`config.mk`:
```
export PLATFORM = sky130hd
export DESIGN_NAME = dhcp_packet_classifier_flat
export DESIGN_NICKNAME = d
export VERILOG_FILES = /design/src/rtl/core/dhcp_pkg.sv /design/src/rtl/core/dhcp_stream_if.sv /design/src/rtl/core/dhcp_hdr_check.sv /design/src/rtl/core/dhcp_packet_classifier.sv /design/src/flat_wrapper.sv
export SDC_FILE = /design/constraint.sdc
export NUM_CORES = 1
export LEC_CHECK = 0
export ABC_AREA = 1
export BUFFER_PORTS_ARGS = -buffer_cell sky130_fd_sc_hd__buf_2
export CELL_PAD_IN_SITES_DETAIL_PLACEMENT = 1
export CELL_PAD_IN_SITES_GLOBAL_PLACEMENT = 2
export CORE_MARGIN = 2
export CORE_UTILIZATION = 30
export DETAILED_ROUTE_END_ITERATION = 6
export PLACE_DENSITY = 0.81
export SLEW_MARGIN = 20
export SYNTH_ARGS = -nofsm -noshare
export SYNTH_HDL_FRONTEND = slang
export SYNTH_SLANG_ARGS = --single-unit
```
`constraint.sdc`:
```
create_clock -name i_clk -period 3.55 [get_ports i_clk]
set_input_delay 0.1775 -clock i_clk [delete_from_list [all_inputs] [get_ports i_clk]]
set_output_delay 0.1775 -clock i_clk [all_outputs]
set_load 0.02 [all_outputs]
```
`src/rtl/core/dhcp_pkg.sv`:
```
// ----------------------------------------------------------------------------
// DHCP classifier package
// Shared constants, types and helper functions for the DHCP/BOOTP packet
// classifier.
// ----------------------------------------------------------------------------
package dhcp_pkg;

    localparam int unsigned POS_W = 8;
    localparam int unsigned PORT_W = 7;

    localparam logic [POS_W-1:0] OFS_OP = 8'd0;
    localparam logic [POS_W-1:0] OFS_HTYPE = 8'd1;
    localparam logic [POS_W-1:0] OFS_HOPS = 8'd3;
    localparam logic [POS_W-1:0] OFS_FLAGS_HI = 8'd10;
    localparam logic [POS_W-1:0] OFS_FLAGS_LO = 8'd11;
    localparam logic [POS_W-1:0] OFS_ADDR_FIRST = 8'd16;
    localparam logic [POS_W-1:0] OFS_ADDR_LAST = 8'd27;
    localparam logic [POS_W-1:0] OFS_COOKIE = 8'd236;
    localparam logic [POS_W-1:0] POS_SAT = 8'd240;
    localparam logic [POS_W-1:0] POS_MIN_LAST = 8'd43;
    localparam logic [POS_W-1:0] POS_COOKIE_LAST = 8'd239;

    localparam logic [7:0] OP_REQUEST = 8'd1;
    localparam logic [7:0] OP_REPLY = 8'd2;
    localparam logic [7:0] HTYPE_ETHERNET = 8'd1;
    localparam logic [7:0] FLAGS_BROADCAST_HI = 8'h80;
    localparam logic [31:0] BOOTP_COOKIE = 32'h63825363;

    localparam logic [PORT_W-1:0] DHCP_PORT = 7'd67;
    localparam logic [PORT_W-1:0] NO_PORT = 7'd0;

    typedef struct packed {
        logic [POS_W-1:0] pos;
        logic             rejected;
        logic             is_request;
        logic             cookie_bad;
    } t_pkt_state;

    typedef struct packed {
        logic rejected;
        logic is_request;
        logic cookie_bad;
    } t_chk_flags;

    function automatic logic [7:0] cookie_byte(input logic [1:0] idx);
        logic [7:0] b;
        case (idx)
            2'd0: b = BOOTP_COOKIE[31:24];
            2'd1: b = BOOTP_COOKIE[23:16];
            2'd2: b = BOOTP_COOKIE[15:8];
            2'd3: b = BOOTP_COOKIE[7:0];
            default: b = BOOTP_COOKIE[7:0];
        endcase
        return b;
    endfunction

endpackage

```
`src/rtl/core/dhcp_stream_if.sv`:
```
// ----------------------------------------------------------------------------
// DHCP classifier stream interfaces
// Valid/ready channels for payload bytes in and port results out.
// ----------------------------------------------------------------------------
interface dhcp_in_if;
    logic       valid;
    logic       ready;
    logic [7:0] data_byte;
    logic       last_byte;
    logic       is_udp;

    modport source (output valid, output data_byte, output last_byte, output is_udp,
                    input ready);
    modport sink (input valid, input data_byte, input last_byte, input is_udp,
                  output ready);
endinterface

interface dhcp_out_if;
    logic                          valid;
    logic                          ready;
    logic [dhcp_pkg::PORT_W-1:0]   port_result;

    modport source (output valid, output port_result, input ready);
    modport sink (input valid, input port_result, output ready);
endinterface

```
`src/rtl/core/dhcp_hdr_check.sv`:
```
// ----------------------------------------------------------------------------
// DHCP header check
// Applies the fixed BOOTP header checks to one byte at its offset and
// returns the updated packet flags.
// ----------------------------------------------------------------------------
module dhcp_hdr_check (
    input  dhcp_pkg::t_pkt_state i_state,
    input  logic [7:0]           i_data_byte,
    input  logic                 i_is_udp,
    output dhcp_pkg::t_chk_flags o_flags
);

    logic [dhcp_pkg::POS_W-1:0] pos;
    logic                       bad;
    logic                       cookie_miss;

    assign pos = i_state.pos;

    always_comb begin
        bad = 1'b0;
        cookie_miss = 1'b0;
        o_flags.is_request = i_state.is_request;
        if (pos == dhcp_pkg::OFS_OP) begin
            bad = (i_data_byte != dhcp_pkg::OP_REQUEST) && (i_data_byte != dhcp_pkg::OP_REPLY);
            o_flags.is_request = (i_data_byte == dhcp_pkg::OP_REQUEST);
        end else if (pos == dhcp_pkg::OFS_HTYPE) begin
            bad = (i_data_byte != dhcp_pkg::HTYPE_ETHERNET);
        end else if (pos == dhcp_pkg::OFS_HOPS) begin
            bad = (i_data_byte != 8'd0);
        end else if (pos == dhcp_pkg::OFS_FLAGS_HI) begin
            bad = (i_data_byte != dhcp_pkg::FLAGS_BROADCAST_HI) && (i_data_byte != 8'd0);
        end else if (pos == dhcp_pkg::OFS_FLAGS_LO) begin
            bad = (i_data_byte != 8'd0);
        end else if ((pos >= dhcp_pkg::OFS_ADDR_FIRST) && (pos <= dhcp_pkg::OFS_ADDR_LAST)) begin
            bad = i_state.is_request && (i_data_byte != 8'd0);
        end else if ((pos >= dhcp_pkg::OFS_COOKIE) && (pos < dhcp_pkg::POS_SAT)) begin
            cookie_miss = (i_data_byte != dhcp_pkg::cookie_byte(pos[1:0]));
        end
        o_flags.rejected = i_state.rejected || bad || !i_is_udp;
        o_flags.cookie_bad = i_state.cookie_bad || cookie_miss;
    end

endmodule

```
`src/rtl/core/dhcp_packet_classifier.sv`:
```
// ----------------------------------------------------------------------------
// DHCP packet classifier
// Classifies a UDP payload as DHCP/BOOTP from its fixed header.
// ----------------------------------------------------------------------------
// The i_in channel carries one payload byte per word, from offset zero, with
// last_byte set on the final byte and is_udp held for the whole packet.
// The o_out channel carries one word per packet, port_result, which is 67
// when the header looks like DHCP and 0 otherwise. The options area after
// the magic cookie is not examined.
// One byte is taken per cycle while i_in.ready is high. The header checks
// run between the packet state registers and the result registers, so the
// result for a packet is registered as its final byte is accepted.
// Results pass through an output register with a one-word skid stage, so
// bytes keep flowing while a result waits; i_in.ready drops only when both
// hold a word, which takes a stall over two packet ends.
// Reset clears the packet state and empties both result stages.
// ----------------------------------------------------------------------------
module dhcp_packet_classifier (
    input  logic       i_clk,
    input  logic       i_rst_n,
    dhcp_in_if.sink    i_in,
    dhcp_out_if.source o_out
);

    dhcp_pkg::t_pkt_state          r_state;
    dhcp_pkg::t_pkt_state          n_state;
    dhcp_pkg::t_chk_flags          chk_flags;
    logic                          r_out_valid;
    logic [dhcp_pkg::PORT_W-1:0]   r_out_port;
    logic                          r_skid_valid;
    logic [dhcp_pkg::PORT_W-1:0]   r_skid_port;
    logic                          in_take;
    logic                          push;
    logic                          pop;
    logic                          is_dhcp;
    logic [dhcp_pkg::PORT_W-1:0]   new_port;

    dhcp_hdr_check u_hdr_check (
        .i_state     (r_state),
        .i_data_byte (i_in.data_byte),
        .i_is_udp    (i_in.is_udp),
        .o_flags     (chk_flags)
    );

    assign i_in.ready = !r_skid_valid;
    assign in_take = i_in.valid && !r_skid_valid;
    assign push = in_take && i_in.last_byte;
    assign pop = r_out_valid && o_out.ready;

    assign is_dhcp = (r_state.pos >= dhcp_pkg::POS_MIN_LAST) && !chk_flags.rejected
                     && !((r_state.pos >= dhcp_pkg::POS_COOKIE_LAST) && chk_flags.cookie_bad);
    assign new_port = is_dhcp ? dhcp_pkg::DHCP_PORT : dhcp_pkg::NO_PORT;

    always_comb begin
        n_state = r_state;
        if (in_take) begin
            if (i_in.last_byte) begin
                n_state = '0;
            end else begin
                n_state.rejected = chk_flags.rejected;
                n_state.is_request = chk_flags.is_request;
                n_state.cookie_bad = chk_flags.cookie_bad;
                if (r_state.pos < dhcp_pkg::POS_SAT) begin
                    n_state.pos = r_state.pos + 8'd1;
                end
            end
        end
    end

    always_ff @(posedge i_clk) begin
        if (!i_rst_n) begin
            r_state <= '0;
            r_out_valid <= 1'b0;
            r_skid_valid <= 1'b0;
        end else begin
            r_state <= n_state;
            if (!r_out_valid || pop) begin
                r_out_valid <= r_skid_valid || push;
                r_skid_valid <= 1'b0;
            end else if (push) begin
                r_skid_valid <= 1'b1;
            end
        end
    end

    always_ff @(posedge i_clk) begin
        if (!r_out_valid || pop) begin
            r_out_port <= r_skid_valid ? r_skid_port : new_port;
        end
        if (push && r_out_valid && !pop) begin
            r_skid_port <= new_port;
        end
    end

    assign o_out.valid = r_out_valid;
    assign o_out.port_result = r_out_port;

endmodule

```
`src/flat_wrapper.sv`:
```
// flat-port wrapper written by rule: the top's interface ports become plain ports
module dhcp_packet_classifier_flat 
  (i_clk, i_rst_n, i_in_valid, i_in_data_byte, i_in_last_byte, i_in_is_udp, i_in_ready, o_out_valid, o_out_port_result, o_out_ready);
  dhcp_in_if i_in_i ();
  dhcp_out_if o_out_i ();
  input  logic i_clk;
  input  logic i_rst_n;
  input wire logic [$bits(i_in_i.valid)-1:0] i_in_valid;
  input wire logic [$bits(i_in_i.data_byte)-1:0] i_in_data_byte;
  input wire logic [$bits(i_in_i.last_byte)-1:0] i_in_last_byte;
  input wire logic [$bits(i_in_i.is_udp)-1:0] i_in_is_udp;
  output wire logic [$bits(i_in_i.ready)-1:0] i_in_ready;
  output wire logic [$bits(o_out_i.valid)-1:0] o_out_valid;
  output wire logic [$bits(o_out_i.port_result)-1:0] o_out_port_result;
  input wire logic [$bits(o_out_i.ready)-1:0] o_out_ready;
  assign i_in_i.valid = i_in_valid;
  assign i_in_i.data_byte = i_in_data_byte;
  assign i_in_i.last_byte = i_in_last_byte;
  assign i_in_i.is_udp = i_in_is_udp;
  assign i_in_ready = i_in_i.ready;
  assign o_out_valid = o_out_i.valid;
  assign o_out_port_result = o_out_i.port_result;
  assign o_out_i.ready = o_out_ready;
  dhcp_packet_classifier u_core (.i_clk(i_clk), .i_rst_n(i_rst_n), .i_in(i_in_i), .o_out(o_out_i));
endmodule
```
==> summary.txt, run 1 <==
Status
  • Status: complete, no violations

Clock tree
  • Number of buffers created by CTS: 3
  • Cts hold-fix bufs: 0
  • CTS tree: yes
  • Root Driver: clkbuf_4
  • Clock Latency Late Sink: 0.28 ns
  • Post-CTS Resized: 0
  • H-tree depth reported by CTS: 1
  • Clk sink count: 15
  • Post-CTS setup buffers: 0
  • Worst-path clk slew: approximately 0.090 ns
  • Max clock buf depth: 2

Synth
  • Post-synthesis cell count: ~170
  • Synth Cell Area: 0.001094 mm^2
  • Number of synthesized register bits: 15
  • Yosys warnings: 0
  • Post-synth cell types: 24
  • Post-synthesis sequential area ratio: 0.2929
  • Avg Inst Size Synth: approximately 6.4 um^2

Setup path
  • Worst-path cell chain: inv_1, ha_1, nand2_1, o21ai_0, nor2_1, nand3_1, nand2_1, nand2_1, a21oi_1, and3_1
  • Max stage delay on crit path: 0.43 ns
  • Worst path buffer plus inverter count: 1
  • Crit path max fanout: 6
  • WS Path Type: reg -> reg
  • CP Data Required Time: approximately 3.7 ns
  • Slowest library cell on the worst path: dfxtp_1
  • Worst path arrival time: 2.02 ns
  • Most used cell, CP: nand2_1
  • Critical Path End Type: flop
  • CP top delay family: simple AND/OR/NAND/NOR gates
  • Startpoint Class: flop

Final layout
  • # diodes: 0
  • P&R area growth vs syn: 12.81%
  • Share of layout cells above drive strength 1: 0.2000
  • Filler cell count in the final layout: 470
  • Final nets: 211

Routing
  • DR WL/cell: between 10 and 15 um
  • Detail Route Antenna Nets: 0
  • Drt pass-1 iters: 4
  • Vias/cell: 4.593
  • Detailed-route DRC error count: 0
  • WL final: approximately 2.7 mm
  • Routed via count: 1084
  • 1st-iter DRT viols: 29

Power and ir drop
  • Int Pwr: 237.5 uW
  • Max IR drop VDD: about 150 uV
  • P_leak: 0.6042 nW
  • Gate power share: 0.171
  • Pwr dens: 270.6 mW/mm^2
  • Sw Share: 0.2886
  • Clk network pwr share: 0.298
  • Sequential share of power: 0.531
  • Total net switching power: 96.36 uW

GRT
  • First-pass GRT wire length: 4.671 mm
  • Antenna violations before repair: 0
  • Global-route track usage on met2: 0.2630
  • GR met1 Demand/Resource: 0.1652
  • Met3 global-route usage: 0.04049
  • Most used routing layer: met2
  • Largest net degree at the start of global routing: 9
  • Total grt overflow: 0
  • Total GRT Usage: 0.1440
  • Vias in the first global route: 1083

Timing
  • # setup viols final: 0
  • Worst Skew: 0.003494 ns
  • Final period util: 0.5243
  • Setup TNS: 0 ns
  • Max-slew violation count: 0
  • Hold WS: 0.1940 ns
  • RSZ-0062 raised after global routing: false
  • Final Hold Viols: 0
  • Fin crit period: 1.861 ns
  • Max Freq: 537.3 MHz

Place
  • DP HPWL: approximately 2.3 mm
  • Gpl congestion: 0.7788
  • Buffers on Ports: 18

Floorplanning
  • Initial Util: 0.3201
  • Die Width: 64.38 um
  • Die Ht: 64.38 um
  • Floorplan row count: 21
  • Area of the die: 0.004144 mm^2
  • Core area: around 0.0034 mm^2
  • I/O Pins: 23

Flow run
  • Maximum capacitance violations: 0

Worst hold path
  • Worst hold path type: in -> reg
==> flip-flops by register name, summed over array words and instances, names as in the netlist <==
| name | flops |
|---|---|
| u_core.r_skid_port | 1 |
| u_core.r_state | 11 |
| u_core.r_skid_valid | 1 |
| u_core.o_out.port_result | 1 |
| u_core.o_out.valid | 1 |
==> path summary, 6_finish.rpt <==
| path | cells after the start | slack, ns | end | from |
|---|---|---|---|---|
| hold / removal | 3 | 0.19 | u_core.r_state[3] | i_rst_n |
| setup / recovery | 10 | 1.69 | u_core.r_skid_port[1] | u_core.r_state[3] |
| setup reg to reg | 10 | 1.69 | u_core.r_skid_port[1] | u_core.r_state[3] |
| hold reg to reg | 2 | 0.48 | u_core.r_state[0] | u_core.r_state[0] |
==> synth_stat cells (all sizes together) <==
library cell / count / area (um^2)
nand2: 48 / 192.7
inv: 28 / 105.1
nor2: 23 / 101.4
a21oi: 16 / 83.83
dfxtp: 13 / 260.3
nand3: 10 / 60.06
buf: 6 / 45.04
ha: 6 / 75.07
nand4: 4 / 25.02
o21ai: 4 / 20.02
nor3: 3 / 15.01
edfxtp: 2 / 60.06
nor4: 2 / 12.51
a31o: 1 / 8.760
a31oi: 1 / 6.260
and3: 1 / 6.260
clkinv: 1 / 5.000
conb: 1 / 3.750
o21a: 1 / 7.510
==> logic make-up (layout without fill, tap and decap cells) <==
family	after synthesis	in the layout	synth area share
compound gates	23	23	0.1156
fa+ha+maj	6	6	0.06865
buf+inv	35	51	0.1419
flops	15	15	0.2929
simple gates	91	91	0.3776
other cells	1	4	0.003429
==> worst register-to-register path: cells and delay by family, from the launching register on <==
kind / cells / cell delay [ns]
AO/OA/AOI/OAI: 2 / 0.25
adder cells (fa/ha/maj): 1 / 0.35
AND/OR/NAND/NOR: 6 / 0.59
buffers and inverters: 1 / 0.13
flip-flops: 1 / 0.43
==> cells in the final DEF, fill, tap and decap left out, drive strengths merged, types with 3 or more instances in the layout <==
| cell | netlist | routed |
|---|---|---|
| inv | 28 | 28 |
| buf | 6 | 18 |
| nand2 | 48 | 48 |
| nor3 | 3 | 3 |
| clkbuf | 0 | 4 |
| dfxtp | 13 | 13 |
| a21oi | 16 | 16 |
| ha | 6 | 6 |
| o21ai | 4 | 4 |
| nand3 | 10 | 10 |
| nand4 | 4 | 4 |
| nor2 | 23 | 23 |
| conb | 1 | 4 |
==> power by group through the flow <==
stage | Sequential (mW) | Clock [mW] | Combinational, mW
2_1_floorplan | 0.182 | 0 | 0.0406
3_3_place_gp | 0.181 | 0 | 0.0565
3_5_place_dp | 0.181 | 0 | 0.0578
4_1_cts | 0.177 | 0.108 | 0.0581
5_1_grt | 0.178 | 0.113 | 0.0659
6_report | 0.177 | 0.0995 | 0.0572
==> area by class of cell <==
class	instances	area [um^2]	share of cell area
clock buffer	4	26.28	0.02130
tap	46	57.56	0.04665
multi-input combinational	124	629.4	0.5101
timing repair buffer	18	90.09	0.07302
inverter	29	110.1	0.08925
sequential	15	320.3	0.2596
==> routing by layer <==
layer | share of wire | routed length (um)
met4 | 0.0096 | 26
met3 | 0.044 | 120
met2 | 0.50 | 1373
met1 | 0.44 | 1201
met5 | 0 | 0
==> stage by stage <==
step | setup WS, ns | instance area [um^2] | utilization | power, mW | instances
after floorplan | 1.968 | 1105 | - | 0.2228 | 174
after global placement | 1.745 | 1207 | 0.3535 | 0.2374 | 232
after detailed placement | 1.696 | 1207 | 0.3535 | 0.2392 | 232
after CTS | 1.660 | 1234 | 0.3612 | 0.3433 | 236
after global routing | 1.487 | 1234 | 0.3612 | 0.3567 | 236
final | 1.689 | 1234 | 0.3612 | 0.3338 | 236
Power figures use the tool's default switching activity.
==> run 2, diff against run 1 <==
- CORE_UTILIZATION: 30 -> 28
- PLACE_DENSITY: 0.81 -> 0.77
- clock period: 3.55 -> 1.85 ns (I/O delays scaled with it)
==> run 2 against run 1 <==
Final cell count is 1.3% higher; worst setup slack got worse by 1.5 ns; combinational power increased by 94%; clock skew decreased by 0.0020 ns; critical path type unchanged; largest power group unchanged.
==> summary.txt, run 2 (synthesis results as in run 1) <==
Setup path
  • Worst-path cell chain: inv_1, ha_1, nand2_1, o21ai_0, nor2_1, nand3_1, nand2_1, nand2_1, a21oi_2, and3_1
  • Max stage delay on crit path: 0.38 ns
  • Worst path depth: 10
  • WS Path Type: reg -> reg
  • Worst path buffer plus inverter count: 1
  • CP top delay family: simple AND/OR/NAND/NOR gates
  • CP Data Required Time: 1.97 ns
  • Most used cell, CP: nand2_1
  • Crit path max fanout: 6
  • Cells on worst reg2reg path: 10
  • Worst path arrival time: 1.81 ns
  • Slowest library cell on the worst path: dfxtp_2
  • Critical Path End Type: flop
  • Startpoint Class: flop

Timing
  • RSZ-0062 raised after global routing: false
  • Fin worst setup slack: approximately 0.16 ns
  • Setup TNS: 0 ns
  • Max-slew violation count: 0
  • Final Hold Viols: 0
  • Fin crit period: 1.690 ns
  • # setup viols final: 0
  • Final period util: 0.9136
  • Worst Skew: 0.001484 ns
  • Max Freq: 591.6 MHz

Final layout
  • Final std cells w/o fill: 239
  • P&R area growth vs syn: 16.13%
  • Reg with most FFs: u_core.r_state
  • Filler cell count in the final layout: 506
  • Fin area: 0.001270 mm^2
  • Share of layout cells above drive strength 1: 0.2251
  • # diodes: 0
  • Max FFs per register: 11
  • Commonest non-fill, non-tap cell in the layout: nand2_1
  • Final nets: 212
  • Most frequent cells in the layout: 43 x nand2_1, 23 x inv_1, 21 x nor2_1, 18 x buf_2, 14 x a21oi_1

Worst hold path
  • Worst hold path type: in -> reg
  • Hold path cells: 3

GRT
  • First-pass GRT wire length: 4.698 mm
  • Total GRT Usage: 0.1408
  • Antenna violations before repair: 0
  • Total grt overflow: 0
  • Vias in the first global route: 1106
  • Largest net degree at the start of global routing: 10

Floorplanning
  • Area of the die: 0.004422 mm^2
  • Initial Util: 0.2943
  • Die Ht: 66.50 um
  • Die Width: 66.50 um
  • Core area: 0.003716 mm^2
  • Floorplan row count: 22
  • I/O Pins: 23

Clock tree
  • Cts hold-fix bufs: 0
  • Max clock buf depth: 2
  • Root Driver: clkbuf_8
  • Clk sink count: 15
  • Clock Latency Late Sink: around 0.25 ns
  • Post-CTS Resized: 0
  • Worst-path clk slew: approximately 0.070 ns
  • CTS tree: yes
  • Post-CTS setup buffers: 0
  • H-tree depth reported by CTS: 1
  • Number of buffers created by CTS: 3

Power and ir drop
  • Total net switching power: approximately 210 uW
  • Final Total Pwr: 730.7 uW
  • Pwr dens: 575.4 mW/mm^2
  • Gate power share: 0.151
  • Max IR drop VDD: 200.7 uV
  • Int Pwr: 522.6 uW
  • P_leak: a little over 0.6 nW
  • Clk network pwr share: 0.382
  • Sequential share of power: 0.467
  • Sw Share: 0.2848

Routing
  • WL final: 2.826 mm
  • 1st-iter DRT viols: 23
  • Detailed-route DRC error count: 0
  • Drt pass-1 iters: 4
  • DR WL/cell: roughly 12 um
  • Routed via count: roughly 1100
  • Vias/cell: 4.632
  • Detail Route Antenna Nets: 0

Place
  • DP HPWL: 2.322 mm
  • Buffers on Ports: 18
  • Place WS: 0.05327 ns
  • Gpl congestion: slightly below 0.8
  • Placed Cells: 235
  • Dpl cell area: 0.001217 mm^2

Status
  • Status: complete, no violations

Flow run
  • Maximum capacitance violations: 0
==> run 2: final cells by class <==
| class | instances | area [um^2] | area share |
|---|---|---|---|
| Timing Repair Buffer | 19 | 97.59 | 0.07685 |
| Sequential cell | 15 | 322.8 | 0.2542 |
| Tap cell | 48 | 60.06 | 0.04729 |
| Clock inverter | 1 | 5.005 | 0.003941 |
| Multi-Input combinational cell | 124 | 633.1 | 0.4985 |
| Clock buffer | 3 | 41.29 | 0.03251 |
| Inverter | 29 | 110.1 | 0.08670 |
==> run 2: metal layers <==
metal  global-route usage  share of wire
met2               0.2588           0.50
met4              0.04592          0.013
met1               0.1596           0.45
met5                    0              0
met3              0.03041          0.036
==> run 2: worst min-delay path: stages <==
cell	delay [ns]
buf_2	0.12
o21ai_0	0.08
a21oi_1	0.04
==> run 2: stage by stage <==
stage | util | hold WS (ns)
CTS | 0.3401 | 0.1291
global placement | 0.3276 | 0.3909
finish | 0.3418 | 0.1261
global route | 0.3418 | 0.1716
floorplan | - | 0.2309
detailed placement | 0.3276 | 0.3979
==> run 2: power by group through the flow <==
stage / logic [mW] / clock network, mW / registers, mW
global route: 0.126 / 0.295 / 0.342
finish: 0.111 / 0.279 / 0.341
CTS: 0.112 / 0.288 / 0.340
global placement: 0.109 / 0 / 0.347
detailed placement: 0.112 / 0 / 0.348
floorplan: 0.0780 / 0 / 0.350
==> run 2: path summary, 6_finish.rpt <==
check                         start               endpoint  slack, ns
hold reg to reg   u_core.r_state[0]      u_core.r_state[0]       0.47
setup reg to reg  u_core.r_state[3]  u_core.r_skid_port[1]       0.16
hold / removal              i_rst_n      u_core.r_state[3]       0.13
setup / recovery  u_core.r_state[3]  u_core.r_skid_port[1]       0.16
==> run 3, diff against run 2 <==
- RECOVER_POWER: default -> 50
==> run 3 against run 2 <==
Hold slack unchanged; sequential power about the same; count of clock-buffer cells in the layout unchanged; fmax about the same; sequential share of layout area increased by 0.18 points; clock power about the same; first-iteration DRC count increased by 39%; clock skew about the same; via count about the same; combinational power about the same.
==> summary.txt, run 3 (synthesis results as in run 1) <==
GRT
  • Vias in the first global route: 1106
  • Antenna violations before repair: 0
  • Total grt overflow: 0
  • Largest net degree at the start of global routing: 10
  • Total GRT Usage: 0.1408
  • First-pass GRT wire length: approximately 4.7 mm

Timing
  • Final period util: 0.9136
  • Max-slew violation count: 0
  • Worst Skew: 0.001502 ns
  • RSZ-0062 raised after global routing: false
  • Setup TNS: 0 ns
  • Final Hold Viols: 0
  • Fin crit period: 1.690 ns
  • Max Freq: 591.6 MHz
  • # setup viols final: 0

Place
  • Gpl congestion: roughly 0.78
  • Buffers on Ports: 18
  • DP HPWL: 2.322 mm

Final layout
  • Most frequent cells in the layout: 44 x nand2_1, 23 x inv_1, 21 x nor2_1, 14 x a21oi_1, 13 x buf_2
  • Post-layout util: 0.3394
  • Reg area: 322.8 um^2
  • # diodes: 0
  • Reg with most FFs: u_core.r_state
  • Filler cell count in the final layout: 509
  • Commonest non-fill, non-tap cell in the layout: nand2_1
  • Share of layout cells above drive strength 1: 0.1937
  • P&R area growth vs syn: 15.33%
  • Max FFs per register: 11
  • Final nets: 212
  • Multi-input gate area: roughly 630 um^2

Routing
  • DR WL/cell: 11.83 um
  • Routed via count: roughly 1100
  • Drt pass-1 iters: 4
  • 1st-iter DRT viols: 32
  • Vias/cell: 4.628
  • Detail Route Antenna Nets: 0
  • Detailed-route DRC error count: 0
  • WL final: approximately 2.8 mm

Setup path
  • Worst R2R Start: u_core.r_state[3]
  • CP Data Required Time: ~2.0 ns
  • Slowest library cell on the worst path: dfxtp_2
  • CP top delay family: simple AND/OR/NAND/NOR gates
  • Startpoint Class: flop
  • Worst path arrival time: around 1.8 ns
  • Most used cell, CP: nand2_1
  • Worst setup path startpoint: u_core.r_state[3]
  • Worst-path cell chain: inv_1, ha_1, nand2_1, o21ai_0, nor2_1, nand3_1, nand2_1, nand2_1, a21oi_2, and3_1
  • Max stage delay on crit path: 0.38 ns
  • Crit path max fanout: 6
  • Worst path buffer plus inverter count: 1
  • Critical Path End Type: flop
  • Cells on worst reg2reg path: 10
  • FF-to-FF End: u_core.r_skid_port[1]
  • WS Path Type: reg -> reg
  • Worst path depth: 10
  • FF-to-FF setup slack: roughly 0.16 ns
  • CP endpoint: u_core.r_skid_port[1]

Status
  • Status: complete, no violations

Power and ir drop
  • Int Pwr: 521.2 uW
  • Final Total Pwr: 729.0 uW
  • Sw Share: 0.2851
  • Clk network pwr share: 0.383
  • Max IR drop VDD: around 200 uV
  • Sequential share of power: 0.468
  • Total net switching power: around 210 uW
  • Gate power share: 0.149
  • Pwr dens: 578.0 mW/mm^2
  • P_leak: 0.5991 nW

Worst hold path
  • HP Start: i_rst_n
  • Worst hold path type: in -> reg

Floorplanning
  • I/O Pins: 23
  • Floorplan row count: 22
  • Die Ht: 66.50 um
  • Area of the die: approximately 0.0044 mm^2
  • Die Width: 66.50 um
  • Core area: between 0.003 and 0.004 mm^2
  • Initial Util: 0.2943

Clock tree
  • H-tree depth reported by CTS: 1
  • Root Driver: clkbuf_8
  • Worst-path clk slew: 0.07 ns
  • Clk sink count: 15
  • CTS tree: yes
  • Max clock buf depth: 2
  • Number of buffers created by CTS: 3
  • Post-CTS setup buffers: 0
  • Clock Latency Late Sink: 0.25 ns
  • Post-CTS Resized: 0
  • Cts hold-fix bufs: 0

Flow run
  • Maximum capacitance violations: 0
[run 3: worst min path at each step]
stage	end	slack (ns)	depth (start not counted)
2_1_floorplan	u_core.r_state[3]	0.23	2
3_3_place_gp	u_core.r_state[3]	0.39	3
3_5_place_dp	u_core.r_state[3]	0.40	3
4_1_cts	u_core.r_state[3]	0.13	3
5_1_grt	u_core.r_state[3]	0.17	3
6_report	u_core.r_state[3]	0.13	3
[run 3: metrics by stage]
step                hold slack, ns  worst slack, ns  instance area (um^2)  cells
finish                      0.1261           0.1598                  1261    239
global route                0.1716         0.006336                  1261    239
CTS                         0.1291          0.02213                  1264    239
detailed placement          0.3979          0.05327                  1217    235
global placement            0.3909           0.1457                  1217    235
floorplan                   0.2309           0.2682                  1105    174
[run 3: power groups by stage]
stage / Clock [mW] / Combinational (mW) / Sequential [mW]
2_1_floorplan: 0 / 0.0780 / 0.350
3_3_place_gp: 0 / 0.109 / 0.347
3_5_place_dp: 0 / 0.112 / 0.348
4_1_cts: 0.288 / 0.112 / 0.340
5_1_grt: 0.295 / 0.125 / 0.342
6_report: 0.279 / 0.109 / 0.341
[run 3: final cells by class]
cell class / count / share of cell area
Sequential cell: 15 / 0.2560
Inverter: 29 / 0.08730
Timing Repair Buffer: 19 / 0.07242
Clock inverter: 1 / 0.003968
Multi-Input combinational cell: 124 / 0.5000
Clock buffer: 3 / 0.03274
Tap cell: 48 / 0.04762
[run 3: per-layer routing]
| metal | vias to the layer above | track usage | wire length [um] |
|---|---|---|---|
| met3 | 5 | 0.03041 | 101 |
| li1 | 572 | - | - |
| met2 | 21 | 0.2588 | 1424 |
| met1 | 508 | 0.1596 | 1266 |
| met4 | 0 | 0.04592 | 36 |
| met5 | - | 0 | 0 |
[run 3: worst min-delay path, stage by stage]
cell and delay [ns]:
buf_2 0.12, o21ai_0 0.08, a21oi_1 0.04
